## src/hdl/crq_pkg.sv

```systemverilog
package crq_pkg;

  localparam int LEVEL_W   = 16;
  localparam int ID_PORT_W = 8;
  localparam int STATUS_W  = 3;
  localparam int OUT_LVL_W = 8;

  localparam logic [STATUS_W-1:0] ST_APPENDED = 3'd0;
  localparam logic [STATUS_W-1:0] ST_MERGED   = 3'd1;
  localparam logic [STATUS_W-1:0] ST_FULL     = 3'd2;
  localparam logic [STATUS_W-1:0] ST_POPPED   = 3'd3;
  localparam logic [STATUS_W-1:0] ST_EMPTY    = 3'd4;

  localparam logic [OUT_LVL_W-1:0] LEVEL_MAX = 8'd128;

  localparam logic REQ_PLAY    = 1'b0;
  localparam logic REQ_SERVICE = 1'b1;

  typedef enum logic [2:0] {
    S_IDLE,
    S_SCAN,
    S_POP_RD,
    S_POP_DATA,
    S_DONE
  } crq_state_t;

  // Q8.8 level times 128, truncated and clamped to 0..128.
  function automatic logic [OUT_LVL_W-1:0] scale_level(input logic signed [LEVEL_W-1:0] lv);
    logic [OUT_LVL_W-1:0] r;
    if (lv[LEVEL_W-1]) begin
      r = '0;
    end else if (|lv[LEVEL_W-2:8]) begin
      r = LEVEL_MAX;
    end else begin
      r = lv[8:1];
    end
    return r;
  endfunction

endpackage

```

## src/hdl/crq_store.sv

```systemverilog
module crq_store #(
  parameter int DEPTH = 16,
  parameter int AW    = 4,
  parameter int DW    = 24
) (
  input  logic          clk,
  input  logic          we,
  input  logic [AW-1:0] waddr,
  input  logic [DW-1:0] wdata,
  input  logic [AW-1:0] raddr,
  output logic [DW-1:0] rdata
);

  logic [DW-1:0] mem [DEPTH];

  always_ff @(posedge clk) begin
    if (we) begin
      mem[waddr] <= wdata;
    end
  end

  always_ff @(posedge clk) begin
    rdata <= mem[raddr];
  end

endmodule

```

## src/hdl/coalescing_request_queue_top.sv

```systemverilog
// Channel   Handshake              Payload
// request   req_valid / req_stall  req_type, play_id, level
// response  rsp_valid / rsp_stall  status, out_id, out_level
//
// A play request scans the stored entries head to tail, one entry per cycle
// through the single read port of the entry memory.
// A service beat reads the head from memory (POP_RD), then forms the result
// (POP_DATA); an empty queue skips the memory read.
// Reset clears the ring pointers and the handshake state; entry memory is
// not cleared, since only written entries are ever compared or returned.
// One request is in flight at a time; a finished result waits in the
// response register, and the next request beat is taken while it waits.
module coalescing_request_queue_top #(
  parameter int QUEUE_DEPTH = 16,
  parameter int ID_WIDTH    = 8
) (
  input  logic                                  clk,
  input  logic                                  rst,
  input  logic                                  req_valid,
  output logic                                  req_stall,
  input  logic                                  req_type,
  input  logic [crq_pkg::ID_PORT_W-1:0]         play_id,
  input  logic signed [crq_pkg::LEVEL_W-1:0]    level,
  output logic                                  rsp_valid,
  input  logic                                  rsp_stall,
  output logic [crq_pkg::STATUS_W-1:0]          status,
  output logic [crq_pkg::ID_PORT_W-1:0]         out_id,
  output logic [crq_pkg::OUT_LVL_W-1:0]         out_level
);

  localparam int PW = (QUEUE_DEPTH > 1) ? $clog2(QUEUE_DEPTH) : 1;
  localparam int DW = ID_WIDTH + crq_pkg::LEVEL_W;
  localparam logic [PW-1:0] LAST = PW'(QUEUE_DEPTH - 1);

  function automatic logic [PW-1:0] next_slot(input logic [PW-1:0] i);
    return (i == LAST) ? '0 : i + PW'(1);
  endfunction

  crq_pkg::crq_state_t state, state_next;

  logic [PW-1:0] head, tail;
  logic [PW-1:0] scan_idx, cmp_idx;
  logic          cmp_pend;

  logic [ID_WIDTH-1:0]               req_id;
  logic signed [crq_pkg::LEVEL_W-1:0] req_level;
  logic [ID_WIDTH-1:0]               in_id;

  logic [crq_pkg::STATUS_W-1:0]  res_status;
  logic [crq_pkg::ID_PORT_W-1:0] res_id;
  logic [crq_pkg::OUT_LVL_W-1:0] res_level;

  logic          mem_we;
  logic [PW-1:0] mem_waddr, mem_raddr;
  logic [DW-1:0] mem_wdata, mem_rdata;

  logic [ID_WIDTH-1:0]                rd_id;
  logic signed [crq_pkg::LEVEL_W-1:0] rd_level;
  logic [crq_pkg::ID_PORT_W-1:0]      rd_id_port;

  logic req_take, rsp_free, empty, full, hit, scan_end;

  assign req_stall = (state != crq_pkg::S_IDLE);
  assign req_take  = req_valid && !req_stall;
  assign rsp_free  = !rsp_valid || !rsp_stall;
  assign empty     = (head == tail);
  assign full      = (next_slot(tail) == head);

  assign rd_id    = mem_rdata[DW-1:crq_pkg::LEVEL_W];
  assign rd_level = $signed(mem_rdata[crq_pkg::LEVEL_W-1:0]);

  // Truncate or zero-extend the identifier to ID_WIDTH bits, and back for the port.
  generate
    if (ID_WIDTH >= crq_pkg::ID_PORT_W) begin : g_id_wide
      assign in_id      = ID_WIDTH'(play_id);
      assign rd_id_port = rd_id[crq_pkg::ID_PORT_W-1:0];
    end else begin : g_id_narrow
      assign in_id      = play_id[ID_WIDTH-1:0];
      assign rd_id_port = crq_pkg::ID_PORT_W'(rd_id);
    end
  endgenerate

  // The entry read in the previous cycle is compared now.
  assign hit      = cmp_pend && (rd_id == req_id);
  assign scan_end = !hit && (scan_idx == tail);

  crq_store #(
    .DEPTH (QUEUE_DEPTH),
    .AW    (PW),
    .DW    (DW)
  ) u_store (
    .clk   (clk),
    .we    (mem_we),
    .waddr (mem_waddr),
    .wdata (mem_wdata),
    .raddr (mem_raddr),
    .rdata (mem_rdata)
  );

  always_comb begin
    state_next = state;
    unique case (state)
      crq_pkg::S_IDLE: begin
        if (req_take) begin
          if (req_type == crq_pkg::REQ_PLAY) begin
            state_next = crq_pkg::S_SCAN;
          end else if (empty) begin
            state_next = crq_pkg::S_DONE;
          end else begin
            state_next = crq_pkg::S_POP_RD;
          end
        end
      end
      crq_pkg::S_SCAN: begin
        if (hit || scan_end) begin
          state_next = crq_pkg::S_DONE;
        end
      end
      crq_pkg::S_POP_RD:   state_next = crq_pkg::S_POP_DATA;
      crq_pkg::S_POP_DATA: state_next = crq_pkg::S_DONE;
      crq_pkg::S_DONE: begin
        if (rsp_free) begin
          state_next = crq_pkg::S_IDLE;
        end
      end
      default: state_next = crq_pkg::S_IDLE;
    endcase
  end

  // Memory port controls: read the scan pointer while scanning, else the head.
  always_comb begin
    mem_raddr = (state == crq_pkg::S_SCAN) ? scan_idx : head;
    mem_we    = 1'b0;
    mem_waddr = tail;
    mem_wdata = {req_id, req_level};
    if (state == crq_pkg::S_SCAN) begin
      if (hit) begin
        mem_we    = (req_level > rd_level);
        mem_waddr = cmp_idx;
      end else if (scan_end && !full) begin
        mem_we    = 1'b1;
        mem_waddr = tail;
      end
    end
  end

  always_ff @(posedge clk) begin
    if (rst) begin
      state    <= crq_pkg::S_IDLE;
      head     <= '0;
      tail     <= '0;
      cmp_pend <= 1'b0;
    end else begin
      state <= state_next;
      unique case (state)
        crq_pkg::S_IDLE: begin
          if (req_take) begin
            req_id     <= in_id;
            req_level  <= level;
            scan_idx   <= head;
            cmp_pend   <= 1'b0;
            res_status <= crq_pkg::ST_EMPTY;
            res_id     <= '0;
            res_level  <= '0;
          end
        end
        crq_pkg::S_SCAN: begin
          if (hit) begin
            res_status <= crq_pkg::ST_MERGED;
          end else if (scan_end) begin
            if (full) begin
              res_status <= crq_pkg::ST_FULL;
            end else begin
              res_status <= crq_pkg::ST_APPENDED;
              tail       <= next_slot(tail);
            end
          end else begin
            // advance: issue the next read, compare this one next cycle
            cmp_pend <= 1'b1;
            cmp_idx  <= scan_idx;
            scan_idx <= next_slot(scan_idx);
          end
        end
        crq_pkg::S_POP_RD: begin
        end
        crq_pkg::S_POP_DATA: begin
          res_status <= crq_pkg::ST_POPPED;
          res_id     <= rd_id_port;
          res_level  <= crq_pkg::scale_level(rd_level);
          head       <= next_slot(head);
        end
        crq_pkg::S_DONE: begin
        end
        default: begin
        end
      endcase
    end
  end

  // Response register: load on the way out of DONE, drop once the beat is taken.
  always_ff @(posedge clk) begin
    if (rst) begin
      rsp_valid <= 1'b0;
    end else if (state == crq_pkg::S_DONE && rsp_free) begin
      rsp_valid <= 1'b1;
    end else if (!rsp_stall) begin
      rsp_valid <= 1'b0;
    end
  end

  always_ff @(posedge clk) begin
    if (state == crq_pkg::S_DONE && rsp_free) begin
      status    <= res_status;
      out_id    <= res_id;
      out_level <= res_level;
    end
  end

  a_ptr_range: assert property (@(posedge clk) disable iff (rst)
    (head <= LAST) && (tail <= LAST))
    else $error("ring pointer beyond queue depth");

  a_pop_nonempty: assert property (@(posedge clk) disable iff (rst)
    (state == crq_pkg::S_POP_DATA) |-> (head != tail))
    else $error("pop from an empty queue");

  a_rsp_from_done: assert property (@(posedge clk) disable iff (rst)
    $rose(rsp_valid) |-> ($past(state) == crq_pkg::S_DONE))
    else $error("response raised outside completion");

  a_append_room: assert property (@(posedge clk) disable iff (rst)
    (state == crq_pkg::S_SCAN && mem_we && !hit) |-> !full)
    else $error("append into a full queue");

endmodule
```

## config.mk

```make
export PLATFORM = sky130hd
export DESIGN_NAME = coalescing_request_queue_top
export DESIGN_NICKNAME = d
export VERILOG_FILES = /design/src/hdl/crq_pkg.sv /design/src/hdl/crq_store.sv /design/src/hdl/coalescing_request_queue_top.sv
export SDC_FILE = /design/constraint.sdc
export NUM_CORES = 1
export LEC_CHECK = 0
export BUFFER_PORTS_ARGS = -buffer_cell sky130_fd_sc_hd__buf_2
export CORE_UTILIZATION = 40
export DETAILED_ROUTE_END_ITERATION = 12
export SYNTH_ARGS = -nofsm -noshare
export SYNTH_HDL_FRONTEND = slang
export SYNTH_SLANG_ARGS = --single-unit
```

## constraint.sdc

```tcl
create_clock -name clk -period 4.8 [get_ports clk]
set_input_delay 1.2 -clock clk [delete_from_list [all_inputs] [get_ports clk]]
set_output_delay 1.2 -clock clk [all_outputs]
set_load 0.1 [all_outputs]
```

==> Word level (Yosys, flattened, before mapping) <==
Memory sizes are Yosys's and may differ from the RTL's. A register that Yosys moved wholly into a read port is not among the register bits.
Index checks and enable logic that the tools add are counted.
{ "totals": {"register_bits": 83, "ram_bits": 384, "input_bits": 29, "out_inout_bits": 21, "wordCells": 105, "mem_count": 1} }
{ "classes": {"addsub": 3, "n_lt_le_gt_ge": 1, "eq_ne": 18, "n_mux": 37, "bitwise_logic": 4, "n_reduce_logical": 26} }
{ "memory_table": {"columns": ["memory", "depth", "width", "rd", "rd_clocked_by_memory_dff", "wr", "line_no", "text"], "rows": [
  ["u_store.mem", 16, 24, 1, 1, 1, "crq_store.sv:14", "logic [DW-1:0] mem [DEPTH];"]
]} }
{ "op_table": {"columns": ["operator", "n"], "rows": [
  ["two-way mux 4 bit", 9],
  ["case mux 8 bit (2 select lines)", 2],
  ["two-way mux 3 bit", 8],
  ["two-way mux 8 bit", 3],
  ["greater-than comparator 16 bit", 1],
  ["AND reduction 4 bit", 4],
  ["case mux 3 bit (5 select lines)", 1],
  ["adder 4 x 1 -> 4 bit (second input constant)", 3],
  ["== test 4 bit", 3],
  ["== test 4 bit (second input constant)", 3],
  ["two-way mux 1 bit", 10],
  ["inequality test 2 bit (second input constant)", 5],
  ["case mux 3 bit (3 select lines)", 1],
  ["AND reduction 3 bit", 3],
  ["== test 8 bit", 1],
  ["case mux 4 bit (2 select lines)", 1],
  ["OR reduction 7 bit", 1],
  ["== test 3 x 2 -> 1 bit (second input constant)", 2],
  ["nonzero test 3 bit", 2],
  ["logical AND 1 bit", 5],
  ["logical NOT 1 bit", 5],
  ["AND reduction 5 bit", 1],
  ["NOT 1 bit", 4],
  ["nonzero test 2 bit", 2],
  ["8 further kinds", 9]
]} }

==> Logic depth before layout (Yosys ltp) <==
Gate-level depths: netlist (run 1).
{ "depth": {"word_depth": 10, "depth_mapped": 10, "ltp_nobuf": 8} }

==> Modules after synthesis <==
From an unflattened synthesis (run 1), not the netlist that was laid out.
{ "unflattened": {"cells_unflattened": 949, "hier_area_um2": 18769.3} }
{ "modules_own_cells": {"columns": ["mod", "n_inst", "cells_each", "area_per_inst_um2", "seq_area_each_um2"], "rows": [
  ["crq_store", 1, 636, 14930.6, 12011.5],
  ["coalescing_request_queue_top", 1, 313, 3838.7, 2362.3]
]} }

==> Least setup slack after synthesis (run 1) <==
OpenSTA, ideal clock, no wires.
{ "synth_timing": {"kind": "register to register", "from": "reg u_store.rdata[15] (read register of u_store.mem)", "to": "mem u_store.mem[3][0] (enable)", "setup_ns": 0.435, "t_arrival_ns": 3.785, "t_required_ns": 4.365, "slack_ns": 0.580, "stages_incl_launch_ff": 10, "path_buffers": 2, "period_less_slack_ns": 4.220, "cell_sequence": "dfxtp_1 > clkbuf_1 > inv_1 > ha_1 > nand4_1 > a2111oi_0 > o31a_1 > a311oi_4 > buf_4 > nor3_1"} }
{ "synth_via": {"elab_chain_cells": 5} }
{ "synth_rtl": {"columns": ["element", "line_no", "text"], "rows": [
  ["start: declaration", "crq_store.sv:11", "output logic [DW-1:0] rdata"],
  ["greater-than comparator 16 bit", "coalescing_request_queue_top.sv:138", "mem_we = (req_level > rd_level);"],
  ["two-way mux 1 bit", "coalescing_request_queue_top.sv:137", "if (hit) begin"],
  ["two-way mux 1 bit", "coalescing_request_queue_top.sv:136", "if (state == crq_pkg::S_SCAN) begin"],
  ["two-way mux 1 bit", "crq_store.sv:17", "if (we) begin"],
  ["two-way mux 1 bit (not written as such)", "crq_store.sv:18", "mem[waddr] <= wdata;"],
  ["end: declaration", "crq_store.sv:14", null]
]} }
Every way passes these cells.

==> Worst setup path in the final report (run 1) <==
{ "layout_timing": {"from": "reg req_level[13] in the netlist's numbering", "to": "mem u_store.mem[10][15] (enable)"} }
{ "layout_via": {"elab_chain_cells": 5} }
{ "layout_rtl": {"columns": ["element", "line_no", "text"], "rows": [
  ["start: declaration", "coalescing_request_queue_top.sv:46", "logic signed [crq_pkg::LEVEL_W-1:0] req_level;"],
  ["start signal: assignment", "coalescing_request_queue_top.sv:159", "req_level <= level;"],
  ["greater-than comparator 16 bit", "coalescing_request_queue_top.sv:138", null],
  ["two-way mux 1 bit", "coalescing_request_queue_top.sv:137", null],
  ["two-way mux 1 bit", "coalescing_request_queue_top.sv:136", null],
  ["two-way mux 1 bit", "crq_store.sv:17", null],
  ["two-way mux 1 bit (not written as such)", "crq_store.sv:18", null]
]} }
Every way passes these cells.

==> out/metrics.cfg, run 1 <==
[timing]
hold_violations=0
max-slew-margin-rel=0.205
final_period_minus_worst_setup_slack_ns=4.11
timing.setup.tns_ns=0
unrepaired_setup_endpoints_after_global_routing=false
timing.final.crit_share=0.856
skew_ns=0.0292
fmax_ghz=0.243
drv_slew=0
setup_violations=0
worst-slew-pin-transition_ns=1.19

[worst_setup_path]
crit_path_cell_chain=ha_1, nand4_1, a2111oi_0, o31a_1, a311oi_4, nor3_2, buf_4
cp_data_required_time_ns=5.05
crit-reg2reg-capture=u_store.mem[10][15]$_DFFE_PP_
cp-endpoint=u_store.mem[10][15]$_DFFE_PP_
critPathLaunch=req_level[13]$_DFFE_PP_
path_max_fanout=17
r2r_setup_slack_ns=0.69
worst_path_largest_cell_delay_ns=1.01
crit_path_start_kind=flop
timing.critical_path.slowest_stage_cell=nor3_2
kind_of_end_point_of_the_critical_path=flop
critPathKind=flop to flop
critPathArrivalTime_ns=4.36
r2r.worst_path.cells=7
crit-reg2reg-launch=req_level[13]$_DFFE_PP_

[synth]
yosys.area_share.simple=0.0409
ys_seq_elements=491
compound_cell_area_share_of_the_yosys_netlist=0.0398
synth_cell_types=52
syn_area_um2=18900
synth_most_common_cell=edfxtp_1
synth_top_cell_by_area=edfxtp_1
synth_largest_type_area_fraction=0.720
muxShareOfSynthArea=0.115
syn_nets=1007
yosysWarningCount=0
yosys_most_used_dff=edfxtp_1
seq_area_frac_synth=0.759
synth_adder_area_share=0.0126
synthArstFlopShare=0
synthTopCellsByCount=edfxtp_1, mux4_2, nand2_1, a22oi_1, dfxtp_1
post_synth.cell_area_avg_um2=19.7
synthCells=959
dominant_combinational_cell_family_by_area_after_synthesis=multiplexers
number_of_synthesized_flops_with_an_enable_pin=454
synthXorXnorAreaFrac=0.00998
synth_area_leaders=edfxtp_1, mux4_2, dfxtp_1, a22oi_1, ha_1

[floorplanning]
die-width_um=220
design.core.area_um2=46700
die_area_um2=48200
initial_cell_density_of_the_core=0.406
row_count=79
chipHeight_um=220
design.portCount=50

[cells_and_area]
register_area_um2=14400
antennaDiodeCount=0
postLayoutCellArea_um2=21800
final_nets=1105
syn_to_final_growth_pct=15.0
multi_input_comb_area_um2=4240
final.fill_count=3893
drive_above_1_share=0.265

[drt]
drc=8
route.vias.total=9243
totalWireLength_mm=40.5
routed_wire_length_per_instance_um=23.8
detail_route.vias_per_cell=5.42
first_pass_detailed_route_iteration_total=10
drt_first_iter_violations=997
antenna_left=0

[placed_design]
detailed_place_hpwl_mm=24.8
post_dp_cell_area_um2=20100
gpl.final_weighted_congestion=0.811
placement.io_buffers=49

[global_route]
grt-ovfl-total=0
largest_net_degree_at_the_start_of_global_routing=97
first_global_vias=9320
grtUsageTotal=0.175
grt_first_pass_wirelength_mm=60.4
antenna_found_initial=2

[flow_run]
maxCapViolCount=0

[cts]
post_cts_hold_buffer_count=0
htreeDepth=2
cts_tree=built
clkTransAtPathRegs_ns=0.06
clk-insertion-delay-late_ns=0.60
cts_inserted_buffers=50
postCtsResizedCells=0
cts_max_path_buffers=3
clkSinkCount=491
postCtsSetupRepairBufs=0
cts_root_buf=clkbuf_16

[power]
vdd_drop_max_uv=286
power_density_nw_per_um2=437
power.leakage_nw=7.28

[run_status]
outcome=finished with violations
failed_checks=design-rule violations

[hold_path]
worst_min_delay_path_class=flop to flop

==> final cells by class <==
cell class	count	area share
inverters	27	0.00465
clock buffers	66	0.0607
multi-input cells	394	0.195
repair buffers	93	0.0276
clock inverters	26	0.0175
well taps	607	0.0349
flip-flops and latches	491	0.660
==> per-stage QoR <==
stage / utilization / hold slack [ns] / power, mW / worst slack (ns) / std cells
2_1_floorplan: - / 0.400 / 5.40 / 0.580 / 959
3_3_place_gp: 0.430 / 0.404 / 5.59 / 0.754 / 1612
3_5_place_dp: 0.430 / 0.408 / 5.60 / 0.708 / 1612
4_1_cts: 0.467 / 0.422 / 9.62 / 0.697 / 1704
5_1_grt: 0.467 / 0.426 / 9.83 / 0.427 / 1704
6_report: 0.467 / 0.419 / 9.52 / 0.689 / 1704
==> critical path, delay by kind of cell (launching register included) <==
family          cells  cell delay (ns)
fa+ha+maj           1             0.44
buf+inv             1             0.45
compound gates      3             1.04
simple gates        2             1.20
flops               1             0.62
==> registers in the layout, summed over array words and instances (netlist names), 8 cells and up <==
register	flops
req_level	16
out_level	8
req_id	8
res_id	8
u_store.rdata	24
u_store.mem	384
out_id	8
res_level	8
==> worst min path at each step <==
stage / startpoint / end / slack (ns) / depth (start not counted)
final: res_level[0]$_SDFFCE_PP0P_ / out_level[0]$_DFFE_PP_ / 0.42 / 0
after global routing: res_level[0]$_SDFFCE_PP0P_ / out_level[0]$_DFFE_PP_ / 0.43 / 0
after CTS: res_level[0]$_SDFFCE_PP0P_ / out_level[0]$_DFFE_PP_ / 0.42 / 0
after detailed placement: res_level[0]$_SDFFCE_PP0P_ / out_level[0]$_DFFE_PP_ / 0.41 / 0
after global placement: res_level[0]$_SDFFCE_PP0P_ / out_level[0]$_DFFE_PP_ / 0.40 / 0
after floorplan: res_id[0]$_SDFFCE_PP0P_ / out_id[0]$_DFFE_PP_ / 0.40 / 0
==> where the power goes <==
part	total [mW]	internal [mW]	switching, mW
sequential	4.87	4.77	0.0954
clock	4.02	2.43	1.59
combinational	0.626	0.209	0.417
total	9.52	7.41	2.10
==> routing by layer <==
| layer | GRT usage | part of all wire |
|---|---|---|
| met1 | 0.251 | 0.44 |
| met2 | 0.273 | 0.47 |
| met3 | 0.0355 | 0.071 |
| met4 | 0.0447 | 0.016 |
| met5 | 0 | 0 |
==> placed cells by master, fill, tap and decap left out, types with 3 or more instances in the layout <==
cell type  instances
ha_1              19
nor3_1             9
buf_2             49
a21o_1             3
a311oi_1           3
a21oi_1           16
clkbuf_1          15
and2_1             3
inv_1             27
buf_4             42
mux4_2            96
bufinv_16          9
a31oi_1           10
clkinv_1           5
clkbuf_16         50
nand4_1            7
nand2_1           49
nor2_1            22
and3_1             9
a22oi_1           48
xor2_1             9
nor4_1            11
nor3_2            16
nor3b_1            3
nor2_2             4
o21ai_0            7
nand3_1            6
xnor2_1           10
dfxtp_1           37
edfxtp_1         454
inv_6              4
clkinv_2           5
==> cell families after synthesis <==
group / Yosys count
buffers and inverters: 74
xor gates and xnor gates: 20
adders and majority gates: 19
muxes: 98
DFF: 491
and+or+nand+nor: 154
AOI/OAI and AO/OA: 103
No activity file was read; power rests on OpenSTA's default activity.
==> inputs of run 2 (changes only) <==
Settings changed: REMOVE_ABC_BUFFERS set to 1.
==> run 2 against run 1 <==
Against the previous run: the flow still finishes with violations (design-rule violations); final cell count up 0.41%; register-to-register slack worse by 0.09 ns; global-route usage down 0.18 points; die area unchanged; sequential cell count unchanged; clock skew down 0.0047 ns; sequential power about the same; power about the same; core utilization up 0.16 points; sequential share of layout area down 0.23 points; wire length up 0.11%; worst setup slack worse by 0.093 ns; critical endpoint is now u_store.mem[8][12]$_DFFE_PP_; largest power group unchanged; highest routed layer unchanged.
==> out/metrics.cfg, run 2 (synthesized netlist as in run 1, its figures left out) <==
[worst_setup_path]
r2r.worst_path.cells=8
worst_path_dominant_cell_family=compound AO/OA/AOI/OAI gates
r2r_setup_slack_ns=0.60
critPathLaunch=req_level[15]$_DFFE_PP_
cp-endpoint=u_store.mem[8][12]$_DFFE_PP_
crit_path_start_kind=flop
critical_path_cell_count=8
critPathArrivalTime_ns=4.52
cp_data_required_time_ns=5.11
crit-reg2reg-capture=u_store.mem[8][12]$_DFFE_PP_
crit_path_cell_chain=ha_1, nand4_1, o41ai_1, nor4_1, o31a_1, a311oi_4, nor3_2, buf_4
kind_of_end_point_of_the_critical_path=flop
timing.critical_path.slowest_stage_cell=a311oi_4
crit-reg2reg-launch=req_level[15]$_DFFE_PP_
critPathKind=flop to flop
worst_path_largest_cell_delay_ns=0.85
timing.critical_path.buf_inv=1
path_max_fanout=17

[drt]
route.vias.total=9337
detail_route.vias_per_cell=5.46
first_pass_detailed_route_iteration_total=9
drt_first_iter_violations=899
routed_wire_length_per_instance_um=23.7
totalWireLength_mm=40.6
drc=11
antenna_left=0

[cts]
cts_max_path_buffers=3
postCtsResizedCells=0
clk-insertion-delay-late_ns=0.59
clkSinkCount=491
cts_root_buf=clkbuf_16
cts_tree=built
postCtsSetupRepairBufs=0
clkTransAtPathRegs_ns=0.06
cts_inserted_buffers=50
htreeDepth=2
post_cts_hold_buffer_count=0

[power]
power.leakage_nw=7.33
power_density_nw_per_um2=436
vdd_drop_max_uv=286

[floorplanning]
initial_cell_density_of_the_core=0.406
row_count=79
die_area_um2=48200
design.core.area_um2=46700
die-width_um=220
design.portCount=50
chipHeight_um=220

[timing]
fmax_ghz=0.238
timing.final.ws_setup_ns=0.596
hold_ws_ns=0.418
hold_violations=0
timing.final.crit_share=0.876
final_period_minus_worst_setup_slack_ns=4.20
drv_slew=0
setup_violations=0
skew_ns=0.0245
unrepaired_setup_endpoints_after_global_routing=false
max-slew-margin-rel=0.296
worst-slew-pin-transition_ns=1.05
timing.setup.tns_ns=0

[cells_and_area]
mostFrequentLayoutCell=edfxtp_1
drive_above_1_share=0.278
largest_reg_flops=384
final_nets=1112
syn_to_final_growth_pct=15.4
top_regs=u_store.mem x384, u_store.rdata x24, req_level x16
antennaDiodeCount=0
top_register=u_store.mem
layout.core_utilization=0.468
cell_count_final_fillers_out=1711
layout.cells.most_common_list=edfxtp_1, mux4_2, clkbuf_16, nand2_1, buf_2

[placed_design]
detailed_place_hpwl_mm=24.1
placement.io_buffers=49
gpl.final_weighted_congestion=0.798
dpl.cell_count=1619
dp_slack_ns=0.644

[flow_run]
maxCapViolCount=0

[global_route]
grtUsageTotal=0.173
grt-ovfl-total=0
largest_net_degree_at_the_start_of_global_routing=34
grt_first_pass_wirelength_mm=60.2
antenna_found_initial=0
first_global_vias=9368

[hold_path]
min-delay-start=res_status[0]$_DFFE_PP_
worst_min_delay_path_class=flop to flop

[run_status]
failed_checks=design-rule violations
outcome=finished with violations

-- run 2: where the power goes --
part	switching (mW)	total [mW]	internal (mW)
Combinational	0.433	0.649	0.216
Sequential	0.0841	4.86	4.77
Clock	1.62	4.02	2.39
Total	2.14	9.52	7.38
-- run 2: layout make-up --
type | instances | area, um2
Multi-Input combinational cell | 394 | 4240
Inverter | 27 | 101
Clock inverter | 29 | 350
Fill cell | 3877 | 24800
Clock buffer | 63 | 1360
Sequential cell | 491 | 14400
Timing Repair Buffer | 100 | 666
Tap cell | 607 | 759
-- run 2: metrics by stage --
stage / cell area [um2] / total power, mW
finish: 21800 / 9.52
CTS: 21800 / 9.61
floorplan: 18600 / 5.38
global placement: 20100 / 5.59
detailed placement: 20100 / 5.60
global route: 21800 / 9.83
-- run 2: worst min-delay path by stage --
stage                                to  slack, ns  cells past startpoint
global route        status[0]$_DFFE_PP_       0.43                      0
global placement    status[0]$_DFFE_PP_       0.40                      0
finish              status[0]$_DFFE_PP_       0.42                      0
detailed placement  status[2]$_DFFE_PP_       0.41                      0
floorplan           out_id[0]$_DFFE_PP_       0.40                      0
CTS                 status[0]$_DFFE_PP_       0.42                      0
-- run 2: routing by layer --
metal / routed length [um] / track usage / vias up
li1: - / - / 4124
met1: 18400 / 0.252 / 4823
met2: 18100 / 0.256 / 326
met3: 3150 / 0.0446 / 64
met4: 955 / 0.0514 / 0
met5: 0 / 0 / -
